File: src/tlr_pkg.sv
`timescale 1ns / 1ps

package tlr_pkg;

   // Coordinate and colour widths are fixed by the 64 x 64 grid.
   localparam int unsigned COORD_W  = 6;
   localparam int unsigned COLOUR_W = 24;
   localparam int unsigned SPAN_W   = COORD_W + 1;
   localparam int unsigned ERR_W    = COORD_W + 2;

   typedef struct packed {
      logic [COORD_W-1:0]  start_x;
      logic [COORD_W-1:0]  start_y;
      logic [COORD_W-1:0]  end_x;
      logic [COORD_W-1:0]  end_y;
      logic                thick;
      logic [COLOUR_W-1:0] colour;
   } req_word_type;

   typedef struct packed {
      logic [COORD_W-1:0]  pixel_x;
      logic [COORD_W-1:0]  pixel_y;
      logic [COORD_W-1:0]  extra_x;
      logic [COORD_W-1:0]  extra_y;
      logic                extra_valid;
      logic [COLOUR_W-1:0] pixel_colour;
      logic                last_pixel;
   } rsp_word_type;

   typedef enum logic [1:0] {
      S_IDLE = 2'b01,
      S_RUN  = 2'b10
   } state_type;

endpackage

File: src/thick_line_rasterizer_core.sv
`timescale 1ns / 1ps

// Thick line rasteriser core.
// req channel: one word per line segment (two endpoints, thick flag, colour).
// rsp channel: one word per pixel in Bresenham order from start to end; the
//   word at the end point carries last_pixel. With thick set, each word also
//   carries the companion pixel one step down (mostly horizontal lines) or
//   one step right (mostly vertical); extra_valid clears when that pixel is
//   off the FRAME_SIZE frame.
// A segment of n = max(|dx|,|dy|) + 1 pixels has one setup step, then one
//   Bresenham step per cycle while the receiver does not stall, through the
//   single error update/compare unit.
// After the req word is taken, the stepper enters S_RUN and then registers the first pixel word.
// req_stall is high while a segment is being stepped; the next segment is
//   taken as soon as the last pixel is in the output register, even if that
//   word is still waiting for the receiver.
// rsp_stall freezes the output register and with it the stepping unit.
// Reset (synchronous) returns to idle and drops rsp_valid.
module thick_line_rasterizer_core #(
   parameter int unsigned FRAME_SIZE = 64
) (
   input  logic                  clock,
   input  logic                  reset,
   input  logic                  req_valid,
   output logic                  req_stall,
   input  tlr_pkg::req_word_type req_word,
   output logic                  rsp_valid,
   input  logic                  rsp_stall,
   output tlr_pkg::rsp_word_type rsp_word
);

   localparam int unsigned COORD_W = tlr_pkg::COORD_W;
   localparam int unsigned SPAN_W  = tlr_pkg::SPAN_W;
   localparam int unsigned ERR_W   = tlr_pkg::ERR_W;
   // compare width: shifted coordinate (COORD_W+1 bits) against the frame size
   localparam int unsigned FRAME_W = $clog2(FRAME_SIZE + 1);
   localparam int unsigned CMP_W   = (FRAME_W > COORD_W + 1) ? FRAME_W : COORD_W + 1;
   localparam logic [CMP_W-1:0] FRAME_LIM = CMP_W'(FRAME_SIZE);

   // control
   tlr_pkg::state_type state_ff, state_in;
   logic               rsp_valid_ff, rsp_valid_in;

   // segment context, loaded at accept
   logic [COORD_W-1:0]          cur_x_ff, cur_x_in;
   logic [COORD_W-1:0]          cur_y_ff, cur_y_in;
   logic signed [ERR_W-1:0]     err_ff, err_in;
   logic [SPAN_W-1:0]           span_x_ff, span_x_in;
   logic signed [SPAN_W-1:0]    span_y_neg_ff, span_y_neg_in;
   logic                        step_x_neg_ff, step_x_neg_in;
   logic                        step_y_neg_ff, step_y_neg_in;
   logic [COORD_W-1:0]          target_x_ff, target_x_in;
   logic [COORD_W-1:0]          target_y_ff, target_y_in;
   logic                        shift_down_ff, shift_down_in;
   logic                        thick_ff, thick_in;
   logic [tlr_pkg::COLOUR_W-1:0] colour_ff, colour_in;
   tlr_pkg::rsp_word_type       rsp_word_ff, rsp_word_in;

   // setup terms
   logic                 req_take;
   logic [COORD_W-1:0]   mag_x, mag_y;
   logic signed [SPAN_W-1:0] dy_neg;

   // stepping unit
   logic                     rsp_free;
   logic                     at_target;
   logic signed [ERR_W:0]    e2;
   logic signed [ERR_W:0]    dx_ext, dy_ext;
   logic                     move_x, move_y;
   logic signed [ERR_W:0]    err_sum;
   logic [COORD_W:0]         ex_wide, ey_wide;
   logic                     extra_ok;

   assign req_stall = (state_ff != tlr_pkg::S_IDLE);
   assign req_take  = req_valid && !req_stall;
   assign rsp_free  = !rsp_valid_ff || !rsp_stall;
   assign rsp_valid = rsp_valid_ff;
   assign rsp_word  = rsp_word_ff;

   assign at_target = (cur_x_ff == target_x_ff) && (cur_y_ff == target_y_ff);

   // absolute spans of the incoming segment
   always_comb begin
      mag_x  = (req_word.end_x > req_word.start_x) ? req_word.end_x - req_word.start_x
                                                   : req_word.start_x - req_word.end_x;
      mag_y  = (req_word.end_y > req_word.start_y) ? req_word.end_y - req_word.start_y
                                                   : req_word.start_y - req_word.end_y;
      dy_neg = SPAN_W'(0) - SPAN_W'(mag_y);
   end

   // one Bresenham step: double the error, compare against both spans, update
   always_comb begin
      e2      = {err_ff[ERR_W-1], err_ff} <<< 1;
      dx_ext  = (ERR_W+1)'(span_x_ff);
      dy_ext  = {{(ERR_W+1-SPAN_W){span_y_neg_ff[SPAN_W-1]}}, span_y_neg_ff};
      move_x  = (e2 >= dy_ext);
      move_y  = (e2 <= dx_ext);
      err_sum = {err_ff[ERR_W-1], err_ff}
              + (move_x ? dy_ext : '0)
              + (move_y ? dx_ext : '0);
   end

   // companion pixel and frame check
   always_comb begin
      ex_wide  = shift_down_ff ? {1'b0, cur_x_ff} : {1'b0, cur_x_ff} + 1'b1;
      ey_wide  = shift_down_ff ? {1'b0, cur_y_ff} + 1'b1 : {1'b0, cur_y_ff};
      extra_ok = thick_ff && (CMP_W'(ex_wide) < FRAME_LIM) && (CMP_W'(ey_wide) < FRAME_LIM);
   end

   always_comb begin
      state_in      = state_ff;
      rsp_valid_in  = rsp_valid_ff;
      cur_x_in      = cur_x_ff;
      cur_y_in      = cur_y_ff;
      err_in        = err_ff;
      span_x_in     = span_x_ff;
      span_y_neg_in = span_y_neg_ff;
      step_x_neg_in = step_x_neg_ff;
      step_y_neg_in = step_y_neg_ff;
      target_x_in   = target_x_ff;
      target_y_in   = target_y_ff;
      shift_down_in = shift_down_ff;
      thick_in      = thick_ff;
      colour_in     = colour_ff;
      rsp_word_in   = rsp_word_ff;

      if (rsp_valid_ff && !rsp_stall) begin
         rsp_valid_in = 1'b0;
      end

      unique case (state_ff)
         tlr_pkg::S_IDLE: begin
            if (req_take) begin
               cur_x_in      = req_word.start_x;
               cur_y_in      = req_word.start_y;
               span_x_in     = SPAN_W'(mag_x);
               span_y_neg_in = dy_neg;
               err_in        = ERR_W'(SPAN_W'(mag_x)) + {dy_neg[SPAN_W-1], dy_neg};
               step_x_neg_in = !(req_word.start_x < req_word.end_x);
               step_y_neg_in = !(req_word.start_y < req_word.end_y);
               target_x_in   = req_word.end_x;
               target_y_in   = req_word.end_y;
               shift_down_in = (mag_x >= mag_y);
               thick_in      = req_word.thick;
               colour_in     = req_word.colour;
               state_in      = tlr_pkg::S_RUN;
            end
         end
         tlr_pkg::S_RUN: begin
            if (rsp_free) begin
               rsp_valid_in             = 1'b1;
               rsp_word_in.pixel_x      = cur_x_ff;
               rsp_word_in.pixel_y      = cur_y_ff;
               rsp_word_in.extra_x      = extra_ok ? ex_wide[COORD_W-1:0] : '0;
               rsp_word_in.extra_y      = extra_ok ? ey_wide[COORD_W-1:0] : '0;
               rsp_word_in.extra_valid  = extra_ok;
               rsp_word_in.pixel_colour = colour_ff;
               rsp_word_in.last_pixel   = at_target;
               if (at_target) begin
                  state_in = tlr_pkg::S_IDLE;
               end else begin
                  err_in = ERR_W'(err_sum);
                  if (move_x) begin
                     cur_x_in = step_x_neg_ff ? cur_x_ff - 1'b1 : cur_x_ff + 1'b1;
                  end
                  if (move_y) begin
                     cur_y_in = step_y_neg_ff ? cur_y_ff - 1'b1 : cur_y_ff + 1'b1;
                  end
               end
            end
         end
         default: begin
            state_in = tlr_pkg::S_IDLE;
         end
      endcase
   end

   always_ff @(posedge clock) begin
      if (reset) begin
         state_ff     <= tlr_pkg::S_IDLE;
         rsp_valid_ff <= 1'b0;
      end else begin
         state_ff     <= state_in;
         rsp_valid_ff <= rsp_valid_in;
      end
   end

   always_ff @(posedge clock) begin
      cur_x_ff      <= cur_x_in;
      cur_y_ff      <= cur_y_in;
      err_ff        <= err_in;
      span_x_ff     <= span_x_in;
      span_y_neg_ff <= span_y_neg_in;
      step_x_neg_ff <= step_x_neg_in;
      step_y_neg_ff <= step_y_neg_in;
      target_x_ff   <= target_x_in;
      target_y_ff   <= target_y_in;
      shift_down_ff <= shift_down_in;
      thick_ff      <= thick_in;
      colour_ff     <= colour_in;
      rsp_word_ff   <= rsp_word_in;
   end

`ifndef NO_ASSERTIONS
   // a taken segment always starts the stepper
   a_take_starts_run: assert property (@(posedge clock) disable iff (reset)
      req_take |=> (state_ff == tlr_pkg::S_RUN))
      else $error("segment taken but stepper not running");

   // reaching the end point emits a last word and frees the input
   a_end_is_last: assert property (@(posedge clock) disable iff (reset)
      (state_ff == tlr_pkg::S_RUN) && rsp_free && at_target
      |=> (state_ff == tlr_pkg::S_IDLE) && rsp_valid && rsp_word.last_pixel)
      else $error("end point did not close the segment");

   // a dropped companion pixel carries zero coordinates
   a_extra_zero: assert property (@(posedge clock) disable iff (reset)
      rsp_valid && !rsp_word.extra_valid |-> (rsp_word.extra_x == '0) && (rsp_word.extra_y == '0))
      else $error("invalid companion pixel has non-zero coordinates");
`endif

endmodule
File: config.mk
export PLATFORM = sky130hd
export DESIGN_NAME = thick_line_rasterizer_core
export DESIGN_NICKNAME = d
export VERILOG_FILES = /design/src/tlr_pkg.sv /design/src/thick_line_rasterizer_core.sv
export SDC_FILE = /design/constraint.sdc
export NUM_CORES = 1
export LEC_CHECK = 0
export ABC_AREA = 1
export BUFFER_PORTS_ARGS = -buffer_cell sky130_fd_sc_hd__buf_2
export CORE_MARGIN = 4
export CORE_UTILIZATION = 44
export CTS_CLUSTER_SIZE = 12
export DETAILED_ROUTE_END_ITERATION = 10
export PLACE_DENSITY = 0.74
export SYNTH_ARGS = -nofsm -noshare
export SYNTH_HDL_FRONTEND = slang
export SYNTH_SLANG_ARGS = --single-unit
File: constraint.sdc
create_clock -name clock -period 5.28 [get_ports clock]
set_clock_uncertainty 0.2 [all_clocks]
set_input_delay 0 -clock clock [delete_from_list [all_inputs] [get_ports clock]]
set_output_delay 0 -clock clock [all_outputs]
set_load 0.05 [all_outputs]
; ---- Word level (Yosys, flattened, before mapping)
; Cells that the tools add are included.
[word_totals]
word_cells = 102
register_bits = 126
output_inout_bits = 52
inputBits = 53
[classes]
reduce_logical = 18
n_eq_ne = 11
order_cmp = 9
muxes = 29
addsub = 14
[ops]
columns = cell, count
row1 = two-way mux 6 bit, 13
row2 = two-way mux 8 bit, 4
row3 = one-hot mux 6 bit (2 select lines), 2
row4 = subtractor 6 bit, 4
row5 = one-hot mux 8 bit (2 select lines), 1
row6 = "adder 6 x 1 -> 7 bit, second input constant", 2
row7 = "< comparator 7 bit, second input constant", 2
row8 = two-way mux 7 bit, 2
row9 = "adder 6 x 1 -> 6 bit, second input constant", 2
row10 = equality test 6 bit, 2
row11 = > comparator 6 bit, 2
row12 = < comparator 6 bit, 2
row13 = "!= test 2 bit, second input constant", 6
row14 = "subtractor 6 x 1 -> 6 bit, second input constant", 2
row15 = AND reduction 5 bit, 2
row16 = greater-or-equal comparator 9 x 7 -> 1 bit, 1
row17 = <= comparator 9 x 7 -> 1 bit, 1
row18 = adder 7 x 7 -> 8 bit, 1
row19 = adder 8 x 6 -> 8 bit, 1
row20 = adder 8 bit, 1
row21 = "subtractor 1 x 6 -> 7 bit, first input constant", 1
row22 = greater-or-equal comparator 6 bit, 1
row23 = two-way mux 2 bit, 3
row24 = logical AND 1 bit, 5
row25 = 11 further kinds, 18

; ---- Longest topological paths before layout
; Gate-level depths: netlist of run 1.
[depth]
ltp_word = 7
ltp_mapped = 26
depth_no_buf = 25

; ---- Worst setup path before layout of run 1
; Ideal clock, no wire load.
[synth_timing]
kind = reg2reg
start = reg rsp_valid_ff, in the netlist rsp_valid
end = reg cur_x_ff[0] (enable)
synth_period_minus_slack_ps = 4069
path_slack_ps = 1211
setup_ps = 314
t_required_ps = 4766
stages_incl_launch_ff = 8
path_buffers = 0
arrival_ps = 3555
cell_sequence = dfxtp_1 > nand2_1 > inv_1 > nor2_1 > nand2_1 > nand2_1 > o21ai_0 > inv_1
[synth_via]
elab_chain_len = 4
[synth_lines]
columns = item, line_no
row1 = from (decl), thick_line_rasterizer_core.sv:42  ; logic rsp_valid_ff, rsp_valid_in;
row2 = from (signal assigned), thick_line_rasterizer_core.sv:184  ; rsp_valid_ff <= rsp_valid_in;
row3 = logical NOT 1 bit, thick_line_rasterizer_core.sv:76  ; assign rsp_free = !rsp_valid_ff || !rsp_stall;
row4 = logical OR 1 bit, thick_line_rasterizer_core.sv:76
row5 = != test 2 bit (no source line), -
row6 = AND reduction 5 bit (no source line), -
row7 = to (signal assigned), thick_line_rasterizer_core.sv:189  ; cur_x_ff <= cur_x_in;
row8 = to (decl), thick_line_rasterizer_core.sv:45  ; logic [COORD_W-1:0] cur_x_ff, cur_x_in;
; No other way between the ends.
; A chain may end at the register's enable or synchronous reset.

; ---- Worst setup path after layout of run 1
[layout_timing]
start = reg span_y_neg_ff[6]
end = reg err_ff[7], data pin
[layout_via]
elab_chain_len = 7
[layout_lines]
columns = item, line_no
row1 = from (decl), thick_line_rasterizer_core.sv:49  ; logic signed [SPAN_W-1:0] span_y_neg_ff, span_y_neg_in;
row2 = from (signal assigned), thick_line_rasterizer_core.sv:193  ; span_y_neg_ff <= span_y_neg_in;
row3 = greater-or-equal comparator 9 x 7 -> 1 bit, thick_line_rasterizer_core.sv:96  ; move_x = (e2 >= dy_ext);
row4 = two-way mux 8 bit (*), thick_line_rasterizer_core.sv:99  ; + (move_x ? dy_ext : '0)
row5 = adder 8 bit (*), thick_line_rasterizer_core.sv:99
row6 = adder 8 x 6 -> 8 bit (*), thick_line_rasterizer_core.sv:100  ; + (move_y ? dx_ext : '0);
row7 = two-way mux 8 bit (*), thick_line_rasterizer_core.sv:159  ; if (at_target) begin
row8 = two-way mux 8 bit (*), thick_line_rasterizer_core.sv:150  ; if (rsp_free) begin
row9 = one-hot mux 8 bit (2 select lines) (*), thick_line_rasterizer_core.sv:131  ; unique case (state_ff)
row10 = via err_in[7], thick_line_rasterizer_core.sv:47  ; logic signed [ERR_W-1:0] err_ff, err_in;
row11 = to (signal assigned), thick_line_rasterizer_core.sv:191  ; err_ff <= err_in;
row12 = to (decl), thick_line_rasterizer_core.sv:47
; Mark *: on every way through the listed nets, which the timed path passes. The rest lies on a longest branch. The select of a mux whose other input is x is not followed.

==> results.md, run 1 <==
* Ports at ~110
* Top cell type's share of synthesized area at 0.5068
* Cts bufs inserted at 17
* Post-route DRC at 0
* FF+latch area at about 3800 um2
* Overflow after GRT at 0
* Synth area leaders: edfxtp_1, ha_1, nand2_1, inv_1, fa_1
* Initial Utilization at 0.4539
* Crit path DAT at approximately 4100 ps
* Tmin final at around 4100 ps
* Most frequent cells after synthesis: nand2_1, edfxtp_1, inv_1
* Final cell count without fillers at between 1,000 and 1,500
* DPL Wire Length at 11.26 mm
* Die width at approximately 140 um
* CTS tree: yes
* Sinks on Clock Net at roughly 130
* Fin util at 0.5746
* PwrDens at about 400 nW/um2
* Global-route wire length before repair at around 26 mm
* GRT Total Usage at 0.1824
* DP Cell Count at about 1,000
* Worst setup path class: reg2reg
* Routability congestion estimate at 0.8593
* Worst-Margin Slew at 1184 ps
* Vias in the first global route at 5,470
* Largest net degree at the start of global routing at 54
* Max-Cap Viols at 0
* FILL cells at approximately 1,300
* CTS clk-pin slew, worst paths at approximately 60 ps
* Worst Hold Class: in2reg
* Drt pass-1 iters at 5
* Syn_area_per_cell at slightly above 10 um2
* H-tree depth at 4
* Mapped Cells at 704
* Row count at between 40 and 50
* Final Setup Violations at 0
* Outcome: finished, final reports clean
* Post-CTS Setup Inserts at 0
* Dominant synthesized flop cell: edfxtp_1
* Final period util at 0.7837
* Iter 0 DRT Violations at ~370
* IO buf count at approximately 100
* Area grow syn2layout at 26.59%
* Post-synthesis async set-or-reset flop share at 0
* Routed wire per std cell at between 10 and 15 um
* DRT Wirelength at between 15 and 20 mm
* Post-route setup slack at 1142 ps
* Synthesized flop and latch total at between 100 and 150
* Chip height at between 100 and 150 um
* DR vias/cell at roughly 5
* Max Slew Vio Count at 0
* Post-synth EDFFs at about 120
* Final nets at approximately 1,000
* Post-synth cell types at 40
* Leak at approximately 4.2 nW
* CP Launch Type: register
* Area of the multi-input gates at about 3000 um2
* Yosys warns at 0
* Sequential fraction of the synthesis area at 0.5150
* Fmax at 241.7 MHz
* Total core area at 16,060 um2
* Full die area at 18,690 um2
* Fin. Hold Viols at 0
* Vias at ~5,400
* Leading area contributor after synthesis: edfxtp_1
* Dpl ws at 1189 ps
* Syn_nets at around 840
* Share of layout cells above drive strength 1 at 0.1896
* Setup TNS at 0 ps
* Synthesized area at approximately 7300 um2
* Maximum clock path buffer count at 2
* Worst Setup End Kind: register
* Routed Antenna Nets at 0
* Root buffer selected by CTS: clkbuf_16
* Initial antenna violation count at 0
* Crit path max fanout at 5
* Max VDD drop at around 230 uV
* Rel. slew slack at 0.2108
* Worst Path Required at 5260 ps
* Most numerous cell in the Yosys netlist: nand2_1
* Diodes inserted at 0
* Worst-Skew Late Latency at about 420 ps
* RSZ-0062 raised after global routing: no
[flip-flops by register name (all words and copies together), names as in the netlist]
name           flops
colour_ff         24
step_x_neg_ff      1
target_y_ff        6
rsp_word          50
err_ff             8
step_y_neg_ff      1
span_y_neg_ff      7
span_x_ff          6
target_x_ff        6
cur_x_ff           6
shift_down_ff      1
state_ff           2
thick_ff           1
rsp_valid          1
cur_y_ff           6
[worst paths after layout]
| kind | startpoint | to | slack, ps | cells after the start |
|---|---|---|---|---|
| max | span_y_neg_ff[6]$_DFFE_PP_ | err_ff[7]$_DFFE_PP_ | 1140 | 19 |
| max reg2reg | span_y_neg_ff[6]$_DFFE_PP_ | err_ff[7]$_DFFE_PP_ | 1140 | 19 |
| min | req_word[17] | colour_ff[17]$_DFFE_PP_ | 90 | 2 |
| min reg2reg | colour_ff[9]$_DFFE_PP_ | rsp_word[10]$_DFFE_PP_ | 210 | 0 |
[stage by stage]
| step | power (W) | area, um2 | hold slack, ps |
|---|---|---|---|
| after CTS | 0.003649 | 9226 | 82.96 |
| after global routing | 0.003893 | 9226 | 83.54 |
| after detailed placement | 0.002335 | 8053 | -24.33 |
| after floorplan | 0.002091 | 7288 | -130.9 |
| after global placement | 0.002311 | 8053 | -23.33 |
| final | 0.003641 | 9226 | 92.92 |
[cells in the final DEF, fill, tap and decap left out, types with 3 or more instances in the layout]
master,n
nand4_1,7
inv_1,118
a21oi_1,35
inv_2,5
edfxtp_1,123
nand3b_1,3
or2_2,5
xor2_1,21
o21ai_0,34
nor2_1,38
nand3_2,5
nand2_4,3
o21a_1,4
nand2_1,135
nor3b_1,3
o211ai_1,5
clkinv_2,3
dlygate4sd3_1,53
xnor2_1,15
nor3_1,3
clkinvlp_4,3
dfxtp_1,3
ha_1,67
fa_1,14
nor2_4,3
nand2_2,5
nand3_1,23
bufinv_16,5
buf_2,104
a31oi_1,5
clkbuf_16,17
[metal layers]
metal  share of wire  vias up  global-route usage
met5               0        -                   0
met4           0.013        0             0.06159
met3           0.059       20             0.03860
met2            0.48      164              0.3141
met1            0.45     2539              0.2284
li1                -     2693                   -
[logic make-up after synthesis]
family / share of synthesized area
AO/OA/AOI/OAI: 0.07056
XOR/XNOR: 0.04326
adder cells (fa/ha/maj): 0.1535
buffers and inverters: 0.07004
flip-flops: 0.5150
multiplexers: 0.003090
AND/OR/NAND/NOR: 0.1445
[where the power goes]
part | switching [W] | internal (W) | total [W]
Combinational | 0.000653 | 0.000436 | 0.00109
Clock | 0.000434 | 0.000835 | 0.00127
Sequential | 0.0000665 | 0.00122 | 0.00128
[timing repair]
action                                 in CTS  in global routing
hold buffers                               53                  0
endpoints found under the hold margin      55                  0
resized for setup                           0                  0
[cell type report]
cell class / instances / share of cell area
tap: 216 / 0.02929
clock buffer: 17 / 0.04611
inverter: 123 / 0.05004
clock inverter: 15 / 0.02360
timing repair buffer: 159 / 0.1155
sequential: 126 / 0.4068
multi-input combinational: 446 / 0.3286
[worst max-delay path, cell delays in order, from the launching register on]
cell and delay [ps]:
edfxtp_1 420, inv_1 130, ha_1 270, a21oi_1 160, o21a_1 130, nand3_1 90
or2_2 280, nand2_1 160, inv_1 140, nor2_1 180, fa_1 460, ha_1 240
fa_1 430, nand4_1 150, a31o_2 160, nand2_1 60, inv_1 60, nand2_1 40
nand3_1 60, nand2_1 60
Power figures use the tool's default switching activity.
==> run 2, diff against run 1 <==
--- a/config.mk
+++ b/config.mk
@@ -11,7 +11,7 @@
 export CORE_UTILIZATION = 44
 export CTS_CLUSTER_SIZE = 12
 export DETAILED_ROUTE_END_ITERATION = 10
-export PLACE_DENSITY = 0.74
+export PLACE_DENSITY = 0.76
 export SYNTH_ARGS = -nofsm -noshare
 export SYNTH_HDL_FRONTEND = slang
 export SYNTH_SLANG_ARGS = --single-unit
==> constraint.sdc (replaced) <==
create_clock -name clock -period 3.5 [get_ports clock]
set_clock_uncertainty 0.2 [all_clocks]
set_input_delay 0 -clock clock [delete_from_list [all_inputs] [get_ports clock]]
set_output_delay 0 -clock clock [all_outputs]
set_load 0.05 [all_outputs]
==> results.md, run 2 (synthesis gave the netlist of run 1 again) <==
* CP Launch Type: register
* Root buffer selected by CTS: clkbuf_16
* Vias at around 5,700
* Max VDD drop at just over 400 uV
* Routed wire per std cell at approximately 15 um
* Total core area at 16,060 um2
* Tmin final at ~3700 ps
* Die width at between 100 and 150 um
* Crit path top cell by count: nand2_1
* Final nets at 1,054
* Max-Cap Viols at 0
* Worst-Skew Late Latency at approximately 420 ps
* FILL cells at approximately 1,200
* Routability congestion estimate at slightly below 0.9
* Largest net degree at the start of global routing at between 50 and 60
* DR vias/cell at 4.953
* Max Slew Vio Count at 0
* Rel. slew slack at 0.5068
* Worst-Margin Slew at around 740 ps
* Chip height at approximately 140 um
* Global-route wire length before repair at between 20 and 30 mm
* DPL Wire Length at ~12 mm
* Area of the multi-input gates at between 3000 and 4000 um2
* Dpl ws at -218.0 ps
* CTS clk-pin slew, worst paths at roughly 60 ps
* IO buf count at about 100
* Diodes inserted at 0
* Crit path DAT at roughly 3700 ps
* RSZ-0062 raised after global routing: yes
* Post-route setup slack at -204.8 ps
* Worst setup path class: reg2reg
* Commonest non-fill, non-tap cells in the layout: nand2_1, edfxtp_1, inv_1
* PwrDens at about 620 nW/um2
* Leak at approximately 4.5 nW
* DRT Wirelength at between 15 and 20 mm
* Vias in the first global route at 5,830
* Crit path max fanout at 5
* Initial Utilization at 0.4539
* Maximum clock path buffer count at 2
* Full die area at around 19,000 um2
* Post-route DRC at 0
* Drt pass-1 iters at 5
* Setup TNS at -562.0 ps
* Share of layout cells above drive strength 1 at 0.2669
* Crit path max-delay cell type: edfxtp_1
* Worst Hold Class: in2reg
* CP cell instances: ha_1 -> nand2_1 -> nor2_2 -> nand3b_1 -> nand3_2 -> or2_4 -> nand2_4 -> inv_6 -> nor2_4 -> fa_2 -> ha_4 -> inv_2 -> o21ai_2 -> nand2_1 -> a31o_2 -> nand2_2 -> nand3_1 -> nand3_1 -> nand2_1
* Routed Antenna Nets at 0
* GRT Total Usage at 0.1969
* Fmax at approximately 270 MHz
* Worst Setup End Kind: register
* Hold WS at ~8.4 ps
* Cts bufs inserted at 17
* Overflow after GRT at 0
* Area grow syn2layout at 33.82%
* Worst Path Required at about 3500 ps
* Number of flip-flops in the largest register at 50
* Final Setup Violations at 4
* FF+latch area at between 3000 and 4000 um2
* Fin. Hold Viols at 0
* Iter 0 DRT Violations at 420
* H-tree depth at 4
* Initial antenna violation count at 0
* Ports at ~110
* Failing checks: setup timing
* Sinks on Clock Net at 126
* Final period util at 1.059
* Outcome: finished with violations
* Row count at 46
* CTS tree: yes
* Slowest stage delay, CP at approximately 480 ps
* Most common cell after layout, fill and taps aside: nand2_1
-- run 2: path summary, 6_finish.rpt --
kind	start	endpoint	slack, ps	cells past startpoint
worst max-delay path	err_ff[4]$_DFFE_PP_	err_ff[7]$_DFFE_PP_	-200	19
worst min-delay path	req_word[44]	span_x_ff[1]$_DFFE_PP_	8	4
worst max register to register	err_ff[4]$_DFFE_PP_	err_ff[7]$_DFFE_PP_	-200	19
worst min register to register	colour_ff[11]$_DFFE_PP_	rsp_word[12]$_DFFE_PP_	220	0
-- run 2: worst max-delay path, delay by kind of cell, from the launching register on --
family / cells / cell delay, ps
flops: 1 / 480
compound gates: 2 / 380
simple gates: 12 / 1180
buf+inv: 2 / 110
fa+ha+maj: 3 / 1120
-- run 2: per-layer routing --
layer	wire length, um	up-vias	part of all wire	track usage
li1	-	2785	-	-
met1	7351	2655	0.42	0.2433
met2	8427	217	0.48	0.3365
met3	1276	34	0.073	0.04890
met4	422	0	0.024	0.06775
met5	0	-	0	0
-- run 2: what timing repair did --
action                     in CTS  in global routing
buffers inserted                6                  4
resized for setup              24                 15
setup endpoints to repair       5                  7
pin swaps                      21                 10
hold buffers                   54                  0
hold endpoints to repair       64                  0
-- run 2: power by group --
part / switching (W) / internal (W) / total (W)
combinational: 0.00128 / 0.00107 / 0.00235
sequential: 0.0000959 / 0.00183 / 0.00193
clock: 0.000626 / 0.00118 / 0.00181
-- run 2: final cells by class --
class                   instances  area share
clock inverters                12     0.01732
clock buffers                  20     0.04477
well taps                     216     0.02771
repair buffers                206      0.1457
inverters                     123     0.04785
flip-flops and latches        126      0.3849
multi-input cells             446      0.3318
-- run 2: metrics by stage --
stage	area [um2]	cells	power [W]	util
after global routing	9753	1149	0.006478	0.6074
after floorplan	7350	704	0.003220	-
after detailed placement	8382	1053	0.003840	0.5220
after CTS	9683	1145	0.005961	0.6030
final	9753	1149	0.006092	0.6074
after global placement	8382	1053	0.003771	0.5220
==> run 3, diff against run 2 <==
--- a/config.mk
+++ b/config.mk
@@ -12,6 +12,7 @@
 export CTS_CLUSTER_SIZE = 12
 export DETAILED_ROUTE_END_ITERATION = 10
 export PLACE_DENSITY = 0.76
+export RECOVER_POWER = 100
 export SYNTH_ARGS = -nofsm -noshare
 export SYNTH_HDL_FRONTEND = slang
 export SYNTH_SLANG_ARGS = --single-unit
==> results.md, run 3 (synthesis gave the netlist of run 1 again) <==
* Number of flip-flops in the largest register at 50
* Routed wire per std cell at around 15 um
* DP Cell Count at around 1,100
* Crit path DAT at roughly 3700 ps
* Total core area at roughly 16,000 um2
* Worst-Margin Slew at approximately 1300 ps
* Max-Cap Viols at 0
* RSZ-0062 raised after global routing: yes
* End point of the critical path: err_ff[7]$_DFFE_PP_
* Root buffer selected by CTS: clkbuf_16
* Vias at 5,700
* CTS tree: yes
* Crit path top cell by count: nand2_1
* IO buf count at 104
* Share of layout cells above drive strength 1 at 0.1897
* FF-to-FF Start: err_ff[4]$_DFFE_PP_
* Largest net degree at the start of global routing at about 50
* Worst setup path class: reg2reg
* Die width at 136.7 um
* R2R Setup Slk at -190 ps
* Final period util at 1.054
* Dpl ws at -218.0 ps
* Hold WS at about 10 ps
* Worst Path Required at 3470 ps
* FILL cells at ~1,300
* Failing checks: setup timing
* PwrDens at ~630 nW/um2
* Leak at about 4.3 nW
* Worst reg2reg endpoint: err_ff[7]$_DFFE_PP_
* Iter 0 DRT Violations at between 300 and 400
* Drt pass-1 iters at 5
* Post-route DRC at 0
* Post-route setup slack at -189.6 ps
* Outcome: finished with violations
* H-tree depth at 4
* Crit path max fanout at 5
* CTS clk-pin slew, worst paths at about 60 ps
* Vias in the first global route at 5,830
* Max VDD drop at between 400 and 500 uV
* Most common cell after layout, fill and taps aside: nand2_1
* Cell family with most CP delay: simple AND/OR/NAND/NOR gates
* Row count at 46
* CP cell instances: ha_1 -> nand2_1 -> nor2_2 -> nand3b_1 -> nand3_2 -> or2_4 -> nand2_4 -> inv_6 -> nor2_4 -> fa_2 -> ha_4 -> inv_2 -> o21ai_2 -> nand2_1 -> a31o_2 -> nand2_2 -> nand3_1 -> nand3_1 -> nand2_1
* Slowest stage delay, CP at 480 ps
* Worst-Skew Late Latency at ~420 ps
* Max Slew Vio Count at 0
* Final nets at ~1,100
* Area grow syn2layout at 32.34%
* Final cell count without fillers at between 1,000 and 1,500
* Routability congestion estimate at slightly below 0.9
* Fin. Hold Viols at 0
* GRT Total Usage at 0.1969
* Full die area at roughly 19,000 um2
* Initial Utilization at 0.4539
* Fmax at 271.0 MHz
* WP buf/inv at 2
* DRT Wirelength at 17.49 mm
* DPL Wire Length at 12.34 mm
* Commonest non-fill, non-tap cells in the layout: nand2_1, edfxtp_1, inv_1
* Rel. slew slack at 0.1320
* Global-route wire length before repair at roughly 28 mm
* Overflow after GRT at 0
* Hold path depth at 4
* Tmin final at about 3700 ps
* Worst Setup End Kind: register
* DR vias/cell at between 4 and 5
* Final Setup Violations at 4
* Hold Startpoint: req_word[44]
* Chip height at roughly 140 um
* Routed Antenna Nets at 0
* Cts bufs inserted at 17
* Worst path depth at 19
* Reg2Reg Depth at 19
* Maximum clock path buffer count at 2
* Sinks on Clock Net at about 130
* Initial antenna violation count at 0
* Diodes inserted at 0
* Crit path max-delay cell type: edfxtp_1
* Worst Hold Class: in2reg
* Worst Setup SP: err_ff[4]$_DFFE_PP_
* Ports at roughly 110
* CP Launch Type: register
-- run 3: cell count changes in the layout (fill, tap and decap cells not counted), moves of 2 or more --
| cell | change |
|---|---|
| clkbuf_1 | +68 |
| buf_2 | -66 |
| buf_4 | -6 |
| clkbuf_2 | +2 |
| clkbuf_4 | +2 |
| nor2_1 | +2 |
-- run 3: final cells by class --
cell class | count | area, um2 | area share
clock buffer | 20 | 436.7 | 0.04527
multi-input combinational | 446 | 3223 | 0.3342
tap | 216 | 270.3 | 0.02802
inverter | 123 | 466.7 | 0.04839
timing repair buffer | 206 | 1326 | 0.1375
clock inverter | 12 | 168.9 | 0.01751
sequential | 126 | 3754 | 0.3892
-- run 3: how the worst min path moves through the flow --
stage,endpoint
after floorplan,rsp_valid$_SDFF_PP0_
after global placement,colour_ff[21]$_DFFE_PP_
after detailed placement,colour_ff[19]$_DFFE_PP_
after CTS,step_x_neg_ff$_DFFE_PP_
after global routing,span_x_ff[1]$_DFFE_PP_
final,span_x_ff[1]$_DFFE_PP_
-- run 3: report_power, final --
group | leakage, nW | total (W) | internal, W | switching, W
clock network | 0.285 | 0.00181 | 0.00118 | 0.000623
registers | 1.17 | 0.00193 | 0.00184 | 0.0000965
logic | 2.80 | 0.00233 | 0.00106 | 0.00127
total | 4.26 | 0.00606 | 0.00407 | 0.00199
-- run 3: per-stage QoR --
stage | setup TNS [ps] | total power, W | util | instance area [um2]
global route | -1324 | 0.006465 | 0.6007 | 9646
floorplan | 0 | 0.003220 | - | 7350
CTS | -289.7 | 0.005961 | 0.6030 | 9683
global placement | -171.5 | 0.003771 | 0.5220 | 8382
detailed placement | -479.0 | 0.003840 | 0.5220 | 8382
finish | -546.1 | 0.006065 | 0.6007 | 9646
-- run 3: routing by layer --
layer  share of wire  vias to the layer above  GRT usage
met1            0.42                     2646     0.2433
met2            0.48                      234     0.3365
met5               0                        -          0
met4           0.023                        0    0.06775
li1                -                     2784          -
met3           0.077                       36    0.04890
-- run 3: worst min-delay path: stages --
cell	delay (ps)
buf_2	140
fa_1	180
nand2_1	60
o21ai_2	120
-- run 3: what timing repair did --
action / CTS / global route
pin swaps: 21 / 10
hold endpoints to repair: 64 / 0
hold buffers: 54 / 0
buffers inserted: 6 / 4
setup endpoints to repair: 5 / 7
gates resized for setup: 24 / 15
